===== config.mk =====
export PLATFORM = sky130hd
export DESIGN_NAME = sd_card_init_sequencer_flat
export DESIGN_NICKNAME = d
export VERILOG_FILES = /design/src/rtl/sdci_pkg.sv /design/src/rtl/sdci_req_if.sv /design/src/rtl/sdci_rsp_if.sv /design/src/rtl/sdci_step.sv /design/src/rtl/sd_card_init_sequencer.sv /design/src/flat_wrapper.sv
export VERILOG_INCLUDE_DIRS = /design/src /design/src/rtl
export SDC_FILE = /design/constraint.sdc
export NUM_CORES = 1
export LEC_CHECK = 0
export ABC_AREA = 1
export BUFFER_PORTS_ARGS = -buffer_cell sky130_fd_sc_hd__clkbuf_2
export CAP_MARGIN = 40
export CORE_MARGIN = 2
export CORE_UTILIZATION = 40
export DETAILED_ROUTE_END_ITERATION = 12
export PLACE_DENSITY = 0.73
export SLEW_MARGIN = 20
export SYNTH_ARGS = -nofsm -noshare
export SYNTH_HDL_FRONTEND = slang
export SYNTH_SLANG_ARGS = --single-unit

===== constraint.sdc =====
create_clock -name clk -period 6.6 [get_ports clk]
set_clock_uncertainty 0.05 [all_clocks]
set_input_delay 0.99 -clock clk [delete_from_list [all_inputs] [get_ports clk]]
set_output_delay 0.99 -clock clk [all_outputs]
set_load 0.02 [all_outputs]

===== src/rtl/assert_macros.svh =====
// Assertion helpers for the SD init sequencer
`ifndef ASSERT_MACROS_SVH
`define ASSERT_MACROS_SVH

`ifndef SYNTHESIS

`define SDCI_ASSERT(label, clk, rst_n, prop) \
    label: assert property (@(posedge clk) disable iff (!rst_n) prop) \
        else $error("sdci assertion failed");

`define SDCI_ASSERT_ALWAYS(label, clk, prop) \
    label: assert property (@(posedge clk) prop) \
        else $error("sdci assertion failed");

`else

`define SDCI_ASSERT(label, clk, rst_n, prop)
`define SDCI_ASSERT_ALWAYS(label, clk, prop)

`endif

`endif


===== src/rtl/sdci_pkg.sv =====
package sdci_pkg;

    localparam logic [3:0] PH_IDLE   = 4'd0;
    localparam logic [3:0] PH_CMD0   = 4'd1;
    localparam logic [3:0] PH_CMD8   = 4'd2;
    localparam logic [3:0] PH_CMD55  = 4'd3;
    localparam logic [3:0] PH_ACMD41 = 4'd4;
    localparam logic [3:0] PH_TICK   = 4'd5;
    localparam logic [3:0] PH_CMD2   = 4'd6;
    localparam logic [3:0] PH_CMD3   = 4'd7;
    localparam logic [3:0] PH_CMD7   = 4'd8;
    localparam logic [3:0] PH_CMD16  = 4'd9;
    localparam logic [3:0] PH_CMD55W = 4'd10;
    localparam logic [3:0] PH_ACMD6  = 4'd11;
    localparam logic [3:0] PH_DONE   = 4'd12;

    localparam logic [1:0] MODE_START = 2'd0;
    localparam logic [1:0] MODE_RESP  = 2'd1;
    localparam logic [1:0] MODE_TICK  = 2'd2;

    localparam logic [1:0] ST_OK      = 2'd0;
    localparam logic [1:0] ST_TIMEOUT = 2'd1;
    localparam logic [1:0] ST_CRC     = 2'd2;
    localparam logic [1:0] ST_BAD     = 2'd3;

    localparam logic [1:0] RK_NONE    = 2'd0;
    localparam logic [1:0] RK_SHORT   = 2'd1;
    localparam logic [1:0] RK_NOCRC   = 2'd2;
    localparam logic [1:0] RK_LONG    = 2'd3;

    localparam logic [5:0] CMD_GO_IDLE    = 6'd0;
    localparam logic [5:0] CMD_ALL_CID    = 6'd2;
    localparam logic [5:0] CMD_SEND_RCA   = 6'd3;
    localparam logic [5:0] CMD_SET_WIDTH  = 6'd6;
    localparam logic [5:0] CMD_SELECT     = 6'd7;
    localparam logic [5:0] CMD_IF_COND    = 6'd8;
    localparam logic [5:0] CMD_BLOCKLEN   = 6'd16;
    localparam logic [5:0] CMD_OP_COND    = 6'd41;
    localparam logic [5:0] CMD_APP        = 6'd55;

    localparam logic [31:0] OCR_ARG      = 32'h40FF_8000;
    localparam logic [31:0] IF_ARG       = 32'h0000_01AA;
    localparam logic [31:0] SECTOR_BYTES = 32'd512;
    localparam logic [31:0] WIDTH4_ARG   = 32'd2;
    localparam int          OCR_READY_BIT = 31;
    localparam int          OCR_CCS_BIT   = 30;

    localparam logic [15:0] RETRY_LIMIT_RESET = 16'd1000;

    localparam logic       CFG_RETRY_LIMIT = 1'b0;
    localparam logic       CFG_WIDE_BUS    = 1'b1;

    typedef struct packed {
        logic [15:0] retry_limit;
        logic        want_wide_bus;
    } sdci_cfg_t;

    typedef struct packed {
        logic [3:0]  phase;
        logic [15:0] retries_left;
        logic        hc_flag;
        logic [15:0] rel_address;
        logic        wide_flag;
        logic        init_done;
    } sdci_state_t;

    typedef struct packed {
        logic [1:0]  mode;
        logic [1:0]  resp_status;
        logic [31:0] resp_word;
    } sdci_req_t;

    typedef struct packed {
        logic        cmd_valid;
        logic [5:0]  cmd_index;
        logic [31:0] cmd_arg;
        logic [1:0]  resp_kind;
        logic        wait_tick;
        logic        done_res;
        logic [1:0]  status;
        logic        high_capacity;
        logic        wide_bus;
        logic [15:0] card_address;
    } sdci_rsp_t;

endpackage


===== src/rtl/sdci_req_if.sv =====
interface sdci_req_if;
    logic        valid;
    logic        ready;
    logic [1:0]  mode;
    logic [1:0]  resp_status;
    logic [31:0] resp_word;

    modport source (output valid, output mode, output resp_status, output resp_word,
                    input ready);
    modport sink (input valid, input mode, input resp_status, input resp_word,
                  output ready);
endinterface


===== src/rtl/sdci_rsp_if.sv =====
interface sdci_rsp_if;
    logic        valid;
    logic        ready;
    logic        cmd_valid;
    logic [5:0]  cmd_index;
    logic [31:0] cmd_arg;
    logic [1:0]  resp_kind;
    logic        wait_tick;
    logic        done_res;
    logic [1:0]  status;
    logic        high_capacity;
    logic        wide_bus;
    logic [15:0] card_address;

    modport source (output valid, output cmd_valid, output cmd_index, output cmd_arg,
                    output resp_kind, output wait_tick, output done_res, output status,
                    output high_capacity, output wide_bus, output card_address,
                    input ready);
    modport sink (input valid, input cmd_valid, input cmd_index, input cmd_arg,
                  input resp_kind, input wait_tick, input done_res, input status,
                  input high_capacity, input wide_bus, input card_address,
                  output ready);
endinterface


===== src/rtl/sdci_step.sv =====
module sdci_step
    import sdci_pkg::*;
(
    input  sdci_state_t state,
    input  sdci_cfg_t   cfg,
    input  sdci_req_t   req,
    output sdci_state_t state_next,
    output sdci_rsp_t   rsp
);

    logic [15:0] retries_dec;
    logic [15:0] rca_new;

    assign retries_dec = state.retries_left - 16'd1;
    assign rca_new     = req.resp_word[31:16];

    always_comb
    begin
        state_next = state;
        rsp        = '0;

        case (req.mode)
            MODE_START:
            begin
                if (state.init_done)
                begin
                    rsp.done_res = 1'b1;
                    rsp.status   = ST_OK;
                end
                else
                begin
                    state_next.hc_flag      = 1'b0;
                    state_next.wide_flag    = 1'b0;
                    state_next.rel_address  = '0;
                    state_next.retries_left = (cfg.retry_limit != '0) ? cfg.retry_limit
                                                                      : 16'd1;
                    state_next.phase        = PH_CMD0;
                    rsp.cmd_valid           = 1'b1;
                    rsp.cmd_index           = CMD_GO_IDLE;
                    rsp.resp_kind           = RK_NONE;
                end
            end
            MODE_TICK:
            begin
                if (state.phase == PH_TICK)
                begin
                    state_next.phase = PH_CMD55;
                    rsp.cmd_valid    = 1'b1;
                    rsp.cmd_index    = CMD_APP;
                    rsp.resp_kind    = RK_SHORT;
                end
            end
            MODE_RESP:
            begin
                case (state.phase)
                    PH_CMD0:
                    begin
                        if (req.resp_status != ST_OK)
                        begin
                            state_next.phase = PH_IDLE;
                            rsp.done_res     = 1'b1;
                            rsp.status       = (req.resp_status == ST_CRC) ? ST_CRC
                                                                           : ST_TIMEOUT;
                        end
                        else
                        begin
                            state_next.phase = PH_CMD8;
                            rsp.cmd_valid    = 1'b1;
                            rsp.cmd_index    = CMD_IF_COND;
                            rsp.cmd_arg      = IF_ARG;
                            rsp.resp_kind    = RK_SHORT;
                        end
                    end
                    PH_CMD8:
                    begin
                        state_next.phase = PH_CMD55;
                        rsp.cmd_valid    = 1'b1;
                        rsp.cmd_index    = CMD_APP;
                        rsp.resp_kind    = RK_SHORT;
                    end
                    PH_CMD55:
                    begin
                        state_next.phase = PH_ACMD41;
                        rsp.cmd_valid    = 1'b1;
                        rsp.cmd_index    = CMD_OP_COND;
                        rsp.cmd_arg      = OCR_ARG;
                        rsp.resp_kind    = RK_NOCRC;
                    end
                    PH_ACMD41:
                    begin
                        // no crc on R3, so a crc failure counts as ok
                        if (req.resp_status == ST_TIMEOUT || req.resp_status == ST_BAD)
                        begin
                            state_next.phase = PH_IDLE;
                            rsp.done_res     = 1'b1;
                            rsp.status       = ST_TIMEOUT;
                        end
                        else if (req.resp_word[OCR_READY_BIT])
                        begin
                            state_next.hc_flag = req.resp_word[OCR_CCS_BIT];
                            state_next.phase   = PH_CMD2;
                            rsp.cmd_valid      = 1'b1;
                            rsp.cmd_index      = CMD_ALL_CID;
                            rsp.resp_kind      = RK_LONG;
                        end
                        else
                        begin
                            state_next.retries_left = retries_dec;
                            if (retries_dec == '0)
                            begin
                                state_next.phase = PH_IDLE;
                                rsp.done_res     = 1'b1;
                                rsp.status       = ST_TIMEOUT;
                            end
                            else
                            begin
                                state_next.phase = PH_TICK;
                                rsp.wait_tick    = 1'b1;
                            end
                        end
                    end
                    PH_CMD2:
                    begin
                        state_next.phase = PH_CMD3;
                        rsp.cmd_valid    = 1'b1;
                        rsp.cmd_index    = CMD_SEND_RCA;
                        rsp.resp_kind    = RK_SHORT;
                    end
                    PH_CMD3:
                    begin
                        state_next.rel_address = rca_new;
                        state_next.phase       = PH_CMD7;
                        rsp.cmd_valid          = 1'b1;
                        rsp.cmd_index          = CMD_SELECT;
                        rsp.cmd_arg            = {rca_new, 16'h0000};
                        rsp.resp_kind          = RK_SHORT;
                    end
                    PH_CMD7, PH_CMD16:
                    begin
                        if (state.phase == PH_CMD7 && !state.hc_flag)
                        begin
                            state_next.phase = PH_CMD16;
                            rsp.cmd_valid    = 1'b1;
                            rsp.cmd_index    = CMD_BLOCKLEN;
                            rsp.cmd_arg      = SECTOR_BYTES;
                            rsp.resp_kind    = RK_SHORT;
                        end
                        else if (cfg.want_wide_bus)
                        begin
                            state_next.phase = PH_CMD55W;
                            rsp.cmd_valid    = 1'b1;
                            rsp.cmd_index    = CMD_APP;
                            rsp.cmd_arg      = {state.rel_address, 16'h0000};
                            rsp.resp_kind    = RK_SHORT;
                        end
                        else
                        begin
                            state_next.init_done = 1'b1;
                            state_next.phase     = PH_DONE;
                            rsp.done_res         = 1'b1;
                            rsp.status           = ST_OK;
                        end
                    end
                    PH_CMD55W:
                    begin
                        if (req.resp_status == ST_OK)
                        begin
                            state_next.phase = PH_ACMD6;
                            rsp.cmd_valid    = 1'b1;
                            rsp.cmd_index    = CMD_SET_WIDTH;
                            rsp.cmd_arg      = WIDTH4_ARG;
                            rsp.resp_kind    = RK_SHORT;
                        end
                        else
                        begin
                            state_next.init_done = 1'b1;
                            state_next.phase     = PH_DONE;
                            rsp.done_res         = 1'b1;
                            rsp.status           = ST_OK;
                        end
                    end
                    PH_ACMD6:
                    begin
                        if (req.resp_status == ST_OK)
                        begin
                            state_next.wide_flag = 1'b1;
                        end
                        state_next.init_done = 1'b1;
                        state_next.phase     = PH_DONE;
                        rsp.done_res         = 1'b1;
                        rsp.status           = ST_OK;
                    end
                    default:
                    begin
                    end
                endcase
            end
            default:
            begin
            end
        endcase

        rsp.high_capacity = state_next.hc_flag;
        rsp.wide_bus      = state_next.wide_flag;
        rsp.card_address  = state_next.rel_address;
    end

endmodule


===== src/rtl/sd_card_init_sequencer.sv =====
// SD card bring-up sequencer, command level.
// Results are registered at the input transfer; the sequence state updates there too.
// Throughput: one item per cycle unless a pending result is held off by rsp_ch.ready.
// Reset (rst_n, async, active low): phase idle, flags and card address clear,
// retry limit 1000, wide bus off, no result pending.
`include "assert_macros.svh"

module sd_card_init_sequencer
    import sdci_pkg::*;
(
    input  logic        clk,
    input  logic        rst_n,
    input  logic        cfg_we,
    input  logic        cfg_index,
    input  logic [15:0] cfg_wdata,
    sdci_req_if.sink    req_ch,
    sdci_rsp_if.source  rsp_ch
);

    sdci_cfg_t   cfg_reg;
    sdci_state_t state_reg;
    sdci_state_t state_next;
    sdci_req_t   req;
    sdci_rsp_t   rsp_next;
    sdci_rsp_t   rsp_item_reg;
    logic        rsp_valid_reg;
    logic        req_xfer;

    assign req.mode        = req_ch.mode;
    assign req.resp_status = req_ch.resp_status;
    assign req.resp_word   = req_ch.resp_word;

    assign req_ch.ready = !rsp_valid_reg || rsp_ch.ready;
    assign req_xfer     = req_ch.valid && req_ch.ready;

    sdci_step u_step (
        .state      (state_reg),
        .cfg        (cfg_reg),
        .req        (req),
        .state_next (state_next),
        .rsp        (rsp_next)
    );

    always_ff @(posedge clk or negedge rst_n)
    begin
        if (!rst_n)
        begin
            cfg_reg.retry_limit   <= RETRY_LIMIT_RESET;
            cfg_reg.want_wide_bus <= 1'b0;
        end
        else if (cfg_we)
        begin
            case (cfg_index)
                CFG_RETRY_LIMIT: cfg_reg.retry_limit   <= cfg_wdata;
                CFG_WIDE_BUS:    cfg_reg.want_wide_bus <= cfg_wdata[0];
                default:
                begin
                end
            endcase
        end
    end

    always_ff @(posedge clk or negedge rst_n)
    begin
        if (!rst_n)
        begin
            state_reg.phase        <= PH_IDLE;
            state_reg.retries_left <= '0;
            state_reg.hc_flag      <= 1'b0;
            state_reg.rel_address  <= '0;
            state_reg.wide_flag    <= 1'b0;
            state_reg.init_done    <= 1'b0;
            rsp_valid_reg          <= 1'b0;
        end
        else
        begin
            if (req_xfer)
            begin
                state_reg <= state_next;
            end
            if (req_xfer)
            begin
                rsp_valid_reg <= 1'b1;
            end
            else if (rsp_ch.ready)
            begin
                rsp_valid_reg <= 1'b0;
            end
        end
    end

    always_ff @(posedge clk)
    begin
        if (req_xfer)
        begin
            rsp_item_reg <= rsp_next;
        end
    end

    assign rsp_ch.valid         = rsp_valid_reg;
    assign rsp_ch.cmd_valid     = rsp_item_reg.cmd_valid;
    assign rsp_ch.cmd_index     = rsp_item_reg.cmd_index;
    assign rsp_ch.cmd_arg       = rsp_item_reg.cmd_arg;
    assign rsp_ch.resp_kind     = rsp_item_reg.resp_kind;
    assign rsp_ch.wait_tick     = rsp_item_reg.wait_tick;
    assign rsp_ch.done_res      = rsp_item_reg.done_res;
    assign rsp_ch.status        = rsp_item_reg.status;
    assign rsp_ch.high_capacity = rsp_item_reg.high_capacity;
    assign rsp_ch.wide_bus      = rsp_item_reg.wide_bus;
    assign rsp_ch.card_address  = rsp_item_reg.card_address;

    `SDCI_ASSERT(a_xfer_gives_result, clk, rst_n, req_xfer |=> rsp_valid_reg)
    `SDCI_ASSERT(a_cmd_not_done, clk, rst_n,
        (rsp_valid_reg && rsp_item_reg.cmd_valid) |-> !rsp_item_reg.done_res)
    `SDCI_ASSERT_ALWAYS(a_done_phase, clk,
        state_reg.init_done |-> (state_reg.phase == PH_DONE))
    `SDCI_ASSERT_ALWAYS(a_retries_live, clk,
        (state_reg.phase == PH_CMD55 || state_reg.phase == PH_ACMD41 ||
         state_reg.phase == PH_TICK) |-> (state_reg.retries_left != '0))

endmodule


===== src/flat_wrapper.sv =====
// flat-port wrapper written by rule: the top's interface ports become plain ports
module sd_card_init_sequencer_flat import sdci_pkg::*;
  (clk, rst_n, cfg_we, cfg_index, cfg_wdata, req_ch_valid, req_ch_mode, req_ch_resp_status, req_ch_resp_word, req_ch_ready, rsp_ch_valid, rsp_ch_cmd_valid, rsp_ch_cmd_index, rsp_ch_cmd_arg, rsp_ch_resp_kind, rsp_ch_wait_tick, rsp_ch_done_res, rsp_ch_status, rsp_ch_high_capacity, rsp_ch_wide_bus, rsp_ch_card_address, rsp_ch_ready);
  sdci_req_if req_ch_i ();
  sdci_rsp_if rsp_ch_i ();
  input  logic clk;
  input  logic rst_n;
  input  logic cfg_we;
  input  logic cfg_index;
  input  logic [15:0] cfg_wdata;
  input wire logic [$bits(req_ch_i.valid)-1:0] req_ch_valid;
  input wire logic [$bits(req_ch_i.mode)-1:0] req_ch_mode;
  input wire logic [$bits(req_ch_i.resp_status)-1:0] req_ch_resp_status;
  input wire logic [$bits(req_ch_i.resp_word)-1:0] req_ch_resp_word;
  output wire logic [$bits(req_ch_i.ready)-1:0] req_ch_ready;
  output wire logic [$bits(rsp_ch_i.valid)-1:0] rsp_ch_valid;
  output wire logic [$bits(rsp_ch_i.cmd_valid)-1:0] rsp_ch_cmd_valid;
  output wire logic [$bits(rsp_ch_i.cmd_index)-1:0] rsp_ch_cmd_index;
  output wire logic [$bits(rsp_ch_i.cmd_arg)-1:0] rsp_ch_cmd_arg;
  output wire logic [$bits(rsp_ch_i.resp_kind)-1:0] rsp_ch_resp_kind;
  output wire logic [$bits(rsp_ch_i.wait_tick)-1:0] rsp_ch_wait_tick;
  output wire logic [$bits(rsp_ch_i.done_res)-1:0] rsp_ch_done_res;
  output wire logic [$bits(rsp_ch_i.status)-1:0] rsp_ch_status;
  output wire logic [$bits(rsp_ch_i.high_capacity)-1:0] rsp_ch_high_capacity;
  output wire logic [$bits(rsp_ch_i.wide_bus)-1:0] rsp_ch_wide_bus;
  output wire logic [$bits(rsp_ch_i.card_address)-1:0] rsp_ch_card_address;
  input wire logic [$bits(rsp_ch_i.ready)-1:0] rsp_ch_ready;
  assign req_ch_i.valid = req_ch_valid;
  assign req_ch_i.mode = req_ch_mode;
  assign req_ch_i.resp_status = req_ch_resp_status;
  assign req_ch_i.resp_word = req_ch_resp_word;
  assign req_ch_ready = req_ch_i.ready;
  assign rsp_ch_valid = rsp_ch_i.valid;
  assign rsp_ch_cmd_valid = rsp_ch_i.cmd_valid;
  assign rsp_ch_cmd_index = rsp_ch_i.cmd_index;
  assign rsp_ch_cmd_arg = rsp_ch_i.cmd_arg;
  assign rsp_ch_resp_kind = rsp_ch_i.resp_kind;
  assign rsp_ch_wait_tick = rsp_ch_i.wait_tick;
  assign rsp_ch_done_res = rsp_ch_i.done_res;
  assign rsp_ch_status = rsp_ch_i.status;
  assign rsp_ch_high_capacity = rsp_ch_i.high_capacity;
  assign rsp_ch_wide_bus = rsp_ch_i.wide_bus;
  assign rsp_ch_card_address = rsp_ch_i.card_address;
  assign rsp_ch_i.ready = rsp_ch_ready;
  sd_card_init_sequencer u_core (.clk(clk), .rst_n(rst_n), .cfg_we(cfg_we), .cfg_index(cfg_index), .cfg_wdata(cfg_wdata), .req_ch(req_ch_i), .rsp_ch(rsp_ch_i));
endmodule

==> flow_summary.yaml, run 1 <==
clock_network:
  cts_tree: "done"
  clock_latency_ns: 0.36
  cts_hold_buffers: 0
  cts_num_sinks: 108
  cts_buffers: 9
  cts_resized: 0
  cts_max_level: 3
  clk_pin_slew_worst_paths_ns: 0.07
  cts_root_buf: "clkbuf_16"
  postCtsSetupBuffers: 0
  clk_path_buf_depth: 2
drt:
  via_per_inst: 5.02
  via_count: 4516
  drc: 0
  drt-total-wl_mm: 12.6
  dr.first_iter.drc_count: 281
  first_pass_iters: 4
  final_antenna_net_count: 0
  post_drt_wl_per_cell_microns: 14.1
power:
  p_total_uw: 1790
  pwr-share-clk: 0.285
  seqPwrFrac: 0.482
  static-leakage-power_uw: 0.00288
  combPwrFrac: 0.233
  internal_power_uw: 1210
  p_per_area_nw_per_um2: 277
  vdd_ir_drop_max_mv: 0.186
  p_sw_uw: 574
  swShare: 0.321
synth:
  async_flop_share: 0.528
  synth.avg_cell_area_sq_um: 8.89
  netlist_area_sq_um: 5550
  netlist_instances: 624
  synth_cell_types: 43
  synthFlopType: "edfxtp_1"
  synth_edf_count: 51
  yosysWarnings: 0
  ys_ff_latch: 108
  yosysSeqAreaShare: 0.535
floorplanning:
  coreArea_sq_um: 13700
  initial_core_util: 0.404
  fp-row-count: 43
  top_level_ports: 123
  dieHeight_microns: 122
  die-area_sq_um: 14800
  fp.dieW_microns: 122
global_routing:
  grt_max_degree: 58
  grtUsageTotal: 0.180
  grt.overflow.total: 0
  grt_pass1_vias: 4323
  grt_pass1_wl_mm: 21.0
  antenna_found_initial: 0
placed_design:
  gp_congestion: 0.933
  placed_cell_area_sq_um: 6150
  io_buffers: 97
  dp.cells: 882
  detailed_place_hpwl_mm: 8.92
critical_path:
  r2r-end: "u_core.rsp_ch.cmd_index[1]"
  cp_cell_sequence: "clkbuf_2 -> inv_1 -> ha_1 -> buf_4 -> inv_1 -> buf_8 -> nor2_2 -> inv_1 -> o21ai_1 -> nor2_1 -> a21oi_1"
  critPathLaunchType: "input port"
  reg2reg_depth: 8
  cp.arrival_ns: 3.16
  cp_common_cell: "inv_1"
  worst-setup-path-type: "input port to flip-flop"
  crit_required_ns: 6.83
  critPathSlowestCell: "nor2_2"
  r2r_slack_ns: 4.31
  reg2reg_from: "u_core.state_reg[38]"
  path_max_fanout: 28
  slowest_delay_ns: 0.45
  end_kind: "flip-flop"
sta:
  fin_crit_sh: 0.445
  max_freq_mhz: 341
  rsz0062_at_grt: "no"
  setup_viol: 0
  hold_viol_final: 0
  worst-slew-pin-transition_ns: 0.843
  slew_headroom: 0.438
  fin_crit_ns: 2.93
  tns_ns: 0
  report.final.slew_viol_count: 0
finish:
  area_delta_synth_final_pct: 16.2
  fin_nets: 778
  num_antenna_cells: 0
  design_area_sq_um: 6440
  layoutNonFillerInstCount: 899
  layout_commonest_cell: "nand2_1"
  final_cell_mix: "139 x nand2_1, 97 x clkbuf_2, 64 x inv_1"
  drive_above_1_share: 0.236
  largest_reg_flops: 39
status:
  status: "finished, final reports clean"
flow_run:
  cap_violations: 0
worst_hold_path:
  holdCritStartpoint: "u_core.state_reg[1]"
  hold_depth: 2
  min_to: "u_core.state_reg[1]"
  hp-class: "flip-flop to flip-flop"
synthesized netlist by cell type, types with 12 or more instances:
master | count | area share
o21ai_0 | 55 | 0.050
o22ai_1 | 21 | 0.024
inv_1 | 65 | 0.044
buf_4 | 16 | 0.022
nand3_1 | 17 | 0.015
dfrtp_1 | 51 | 0.23
a21oi_1 | 29 | 0.026
edfxtp_1 | 51 | 0.28
nand2_1 | 139 | 0.094
nor2_2 | 12 | 0.014
nor2_1 | 50 | 0.034
cell type report:
cell class                      count  area (sq um)
Clock buffer                       10           229
Clock inverter                      6          48.8
Fill cell                        1317          7270
Inverter                           72           272
Multi-Input combinational cell    418          2140
Sequential cell                   108          2970
Tap cell                          180           225
Timing Repair Buffer              105           561
per-stage QoR:
step           setup WS (ns)  hold WS [ns]   util
2_1_floorplan           3.32         0.393      -
3_3_place_gp            3.17         0.408  0.447
3_5_place_dp            3.31         0.410  0.448
4_1_cts                 3.69         0.428  0.469
5_1_grt                 3.44         0.482  0.470
6_report                3.67         0.428  0.470
critical path: cells and delay by family:
kind / cells / cell delay (ns)
AO/OA/AOI/OAI: 2 / 0.29
adder cells (fa/ha/maj): 1 / 0.15
buffers and inverters: 6 / 1.20
AND/OR/NAND/NOR: 2 / 0.51
worst max path at each step:
| stage | from | end | slack (ns) |
|---|---|---|---|
| 2_1_floorplan | rsp_ch_ready | u_core.state_reg[37] | 3.32 |
| 3_3_place_gp | req_ch_mode[1] | u_core.state_reg[19] | 3.17 |
| 3_5_place_dp | req_ch_mode[1] | u_core.state_reg[19] | 3.31 |
| 4_1_cts | req_ch_mode[1] | u_core.state_reg[19] | 3.69 |
| 5_1_grt | req_ch_mode[1] | u_core.state_reg[21] | 3.44 |
| 6_report | req_ch_mode[1] | u_core.state_reg[19] | 3.67 |
power groups by stage:
stage / Combinational [uW] / Sequential [uW] / Clock (uW)
global placement: 406 / 874 / 0
CTS: 416 / 862 / 522
finish: 416 / 862 / 510
global route: 475 / 874 / 549
floorplan: 275 / 899 / 0
detailed placement: 414 / 876 / 0
per-layer routing:
metal | global-route usage | wire (microns) | vias up
met2 | 0.292 | 5810 | 151
met4 | 0.0632 | 258 | 0
li1 | - | - | 2269
met5 | 0 | 0 | -
met3 | 0.0445 | 849 | 18
met1 | 0.237 | 5720 | 2078
cells by family (layout without fill, tap and decap cells):
family | count (synthesis) | in the layout | synth area share
AO/OA/AOI/OAI | 139 | 139 | 0.142
multiplexers | 11 | 11 | 0.0223
buffers and inverters | 106 | 193 | 0.0839
adder cells (fa/ha/maj) | 6 | 6 | 0.0135
AND/OR/NAND/NOR | 250 | 250 | 0.198
XOR/XNOR | 3 | 3 | 0.00474
flip-flops | 108 | 108 | 0.535
other | 1 | 9 | 0.000676
Note: power is estimated with default switching activity, not from simulation.
==> inputs of run 2 (changes only) <==
PLACE_DENSITY = 0.75   (was 0.73)
clock period = 2.4 ns   (was 6.6 ns; I/O delays follow)
==> run 2 against run 1 <==
Die area unchanged; clock-buffer cell count fell by 1; largest cell class unchanged; critical path type is now flip-flop to flip-flop; largest power group unchanged; global-route usage increased by 0.40 points; sequential power grew to 2.7 times the previous value; critical endpoint is now u_core.rsp_ch.done_res; setup slack got worse by 3.4 ns; total power rose to 2.8 times the previous value; via count up 1.6%; flip-flop and latch count unchanged; clock power rose to 2.8 times the previous value; sequential share of layout area shrank 0.56 points; utilization is 0.58 points higher.
==> flow_summary.yaml, run 2 (synthesis results as in run 1) <==
critical_path:
  cp.arrival_ns: 2.24
  r2r-end: "u_core.rsp_ch.done_res"
  crit_family: "simple AND/OR/NAND/NOR gates"
  crit_required_ns: 2.47
  path_max_fanout: 6
  cp_common_cell: "nand2_1"
  r2r_slack_ns: 0.23
  worst-setup-path-type: "flip-flop to flip-flop"
  critPathSlowestCell: "dfrtp_1"
  end_kind: "flip-flop"
  crit_start: "u_core.state_reg[19]"
  reg2reg_from: "u_core.state_reg[19]"
  path_buf_inv: 2
  critPathLaunchType: "flip-flop"
  cp_cell_sequence: "inv_1 -> ha_4 -> inv_1 -> nor3_1 -> xor2_1 -> nor2_1 -> nand3b_1 -> nand2_1 -> nand2_1 -> nand2_1 -> nand2_1 -> nand2_1"
  reg2reg_depth: 12
  slowest_delay_ns: 0.42
worst_hold_path:
  hold_depth: 2
  min_to: "u_core.cfg_reg[0]"
  hp-class: "input port to flip-flop"
  holdCritStartpoint: "cfg_index"
drt:
  top_layer_used: "met4"
  drc: 0
  met1_length_mm: 5.84
  wl_met3_microns: 926
  post_drt_wl_per_cell_microns: 14.5
  drt-total-wl_mm: 13.1
  via_per_inst: 5.07
  wl_met2_mm: 6.19
  first_pass_iters: 8
  dr.first_iter.drc_count: 316
  final_antenna_net_count: 0
  via_count: 4587
finish:
  largest_reg_flops: 39
  num_antenna_cells: 0
  final_cell_mix: "139 x nand2_1, 97 x clkbuf_2, 64 x inv_1"
  layout_commonest_cell: "nand2_1"
  drive_above_1_share: 0.243
  area_delta_synth_final_pct: 17.7
  fin_nets: 784
clock_network:
  cts_root_buf: "clkbuf_16"
  cts_max_level: 3
  clk_pin_slew_worst_paths_ns: 0.07
  cts_num_sinks: 108
  cts_tree: "done"
  clock_latency_ns: 0.36
  cts_buffers: 9
  clk_path_buf_depth: 2
power:
  p_sw_uw: 1620
  internal_power_uw: 3360
  combPwrFrac: 0.236
  seqPwrFrac: 0.476
  vdd_ir_drop_max_mv: 0.483
  pwr-share-clk: 0.287
  p_per_area_nw_per_um2: 763
  p_total_uw: 4980
  swShare: 0.325
  static-leakage-power_uw: 0.00291
sta:
  hold_viol_final: 0
  fin_crit_ns: 2.17
  report.final.slew_viol_count: 0
  worst-slew-pin-transition_ns: 0.717
  tns_ns: 0
  fin_crit_sh: 0.906
  max_freq_mhz: 460
  rsz0062_at_grt: "no"
  slew_headroom: 0.521
  setup_viol: 0
global_routing:
  grt.overflow.total: 0
  grt_pass1_wl_mm: 21.1
  grt_pass1_vias: 4331
  grt_max_degree: 51
  antenna_found_initial: 0
  grtUsageTotal: 0.184
floorplanning:
  die-area_sq_um: 14800
  top_level_ports: 123
  dieHeight_microns: 122
  initial_core_util: 0.404
  coreArea_sq_um: 13700
  fp.dieW_microns: 122
  fp-row-count: 43
placed_design:
  gp_congestion: 0.937
  io_buffers: 97
  detailed_place_hpwl_mm: 9.50
flow_run:
  cap_violations: 0
status:
  status: "finished, final reports clean"
==> run 2: layout make-up <==
class | instances | area [sq um]
tap | 180 | 225
multi-input combinational | 418 | 2160
inverter | 72 | 275
timing repair buffer | 111 | 618
fill | 1319 | 7190
clock buffer | 9 | 225
clock inverter | 7 | 58.8
sequential | 108 | 2970
==> run 2: how the worst max path moves through the flow <==
stage / to / depth (start not counted)
6_report: u_core.rsp_ch.done_res / 12
5_1_grt: u_core.rsp_ch.done_res / 16
4_1_cts: u_core.rsp_ch.done_res / 12
3_5_place_dp: u_core.rsp_ch.done_res / 12
3_3_place_gp: u_core.rsp_ch.done_res / 12
2_1_floorplan: u_core.state_reg[37] / 10
==> run 2: through the flow <==
step,setup slack [ns],std cells,hold slack [ns],util,instance area (sq um)
detailed placement,0.130,888,0.356,0.453,6220
finish,0.227,905,0.155,0.476,6530
global route,0.0104,905,0.154,0.476,6530
global placement,0.194,888,0.350,0.453,6220
CTS,0.123,905,0.143,0.475,6510
floorplan,0.0490,632,0.0144,-,5580
==> run 2: timing repair <==
item                                    in CTS  in global routing
endpoints found under the setup margin       0                  4
resized for setup                            0                  2
hold buffers                                 1                  0
setup buffers                                0                  0
endpoints found under the hold margin       18                  0
==> run 2: power by group through the flow <==
stage | clock [uW] | combinational [uW] | sequential, uW
finish | 1430 | 1180 | 2370
detailed placement | 0 | 1160 | 2410
floorplan | 0 | 757 | 2470
global route | 1540 | 1330 | 2400
CTS | 1470 | 1170 | 2370
global placement | 0 | 1140 | 2400
==> run 2: layer usage <==
layer	vias up	GRT usage
met4	0	0.0510
met5	-	0
met1	2129	0.244
met2	168	0.302
li1	2277	-
met3	13	0.0463
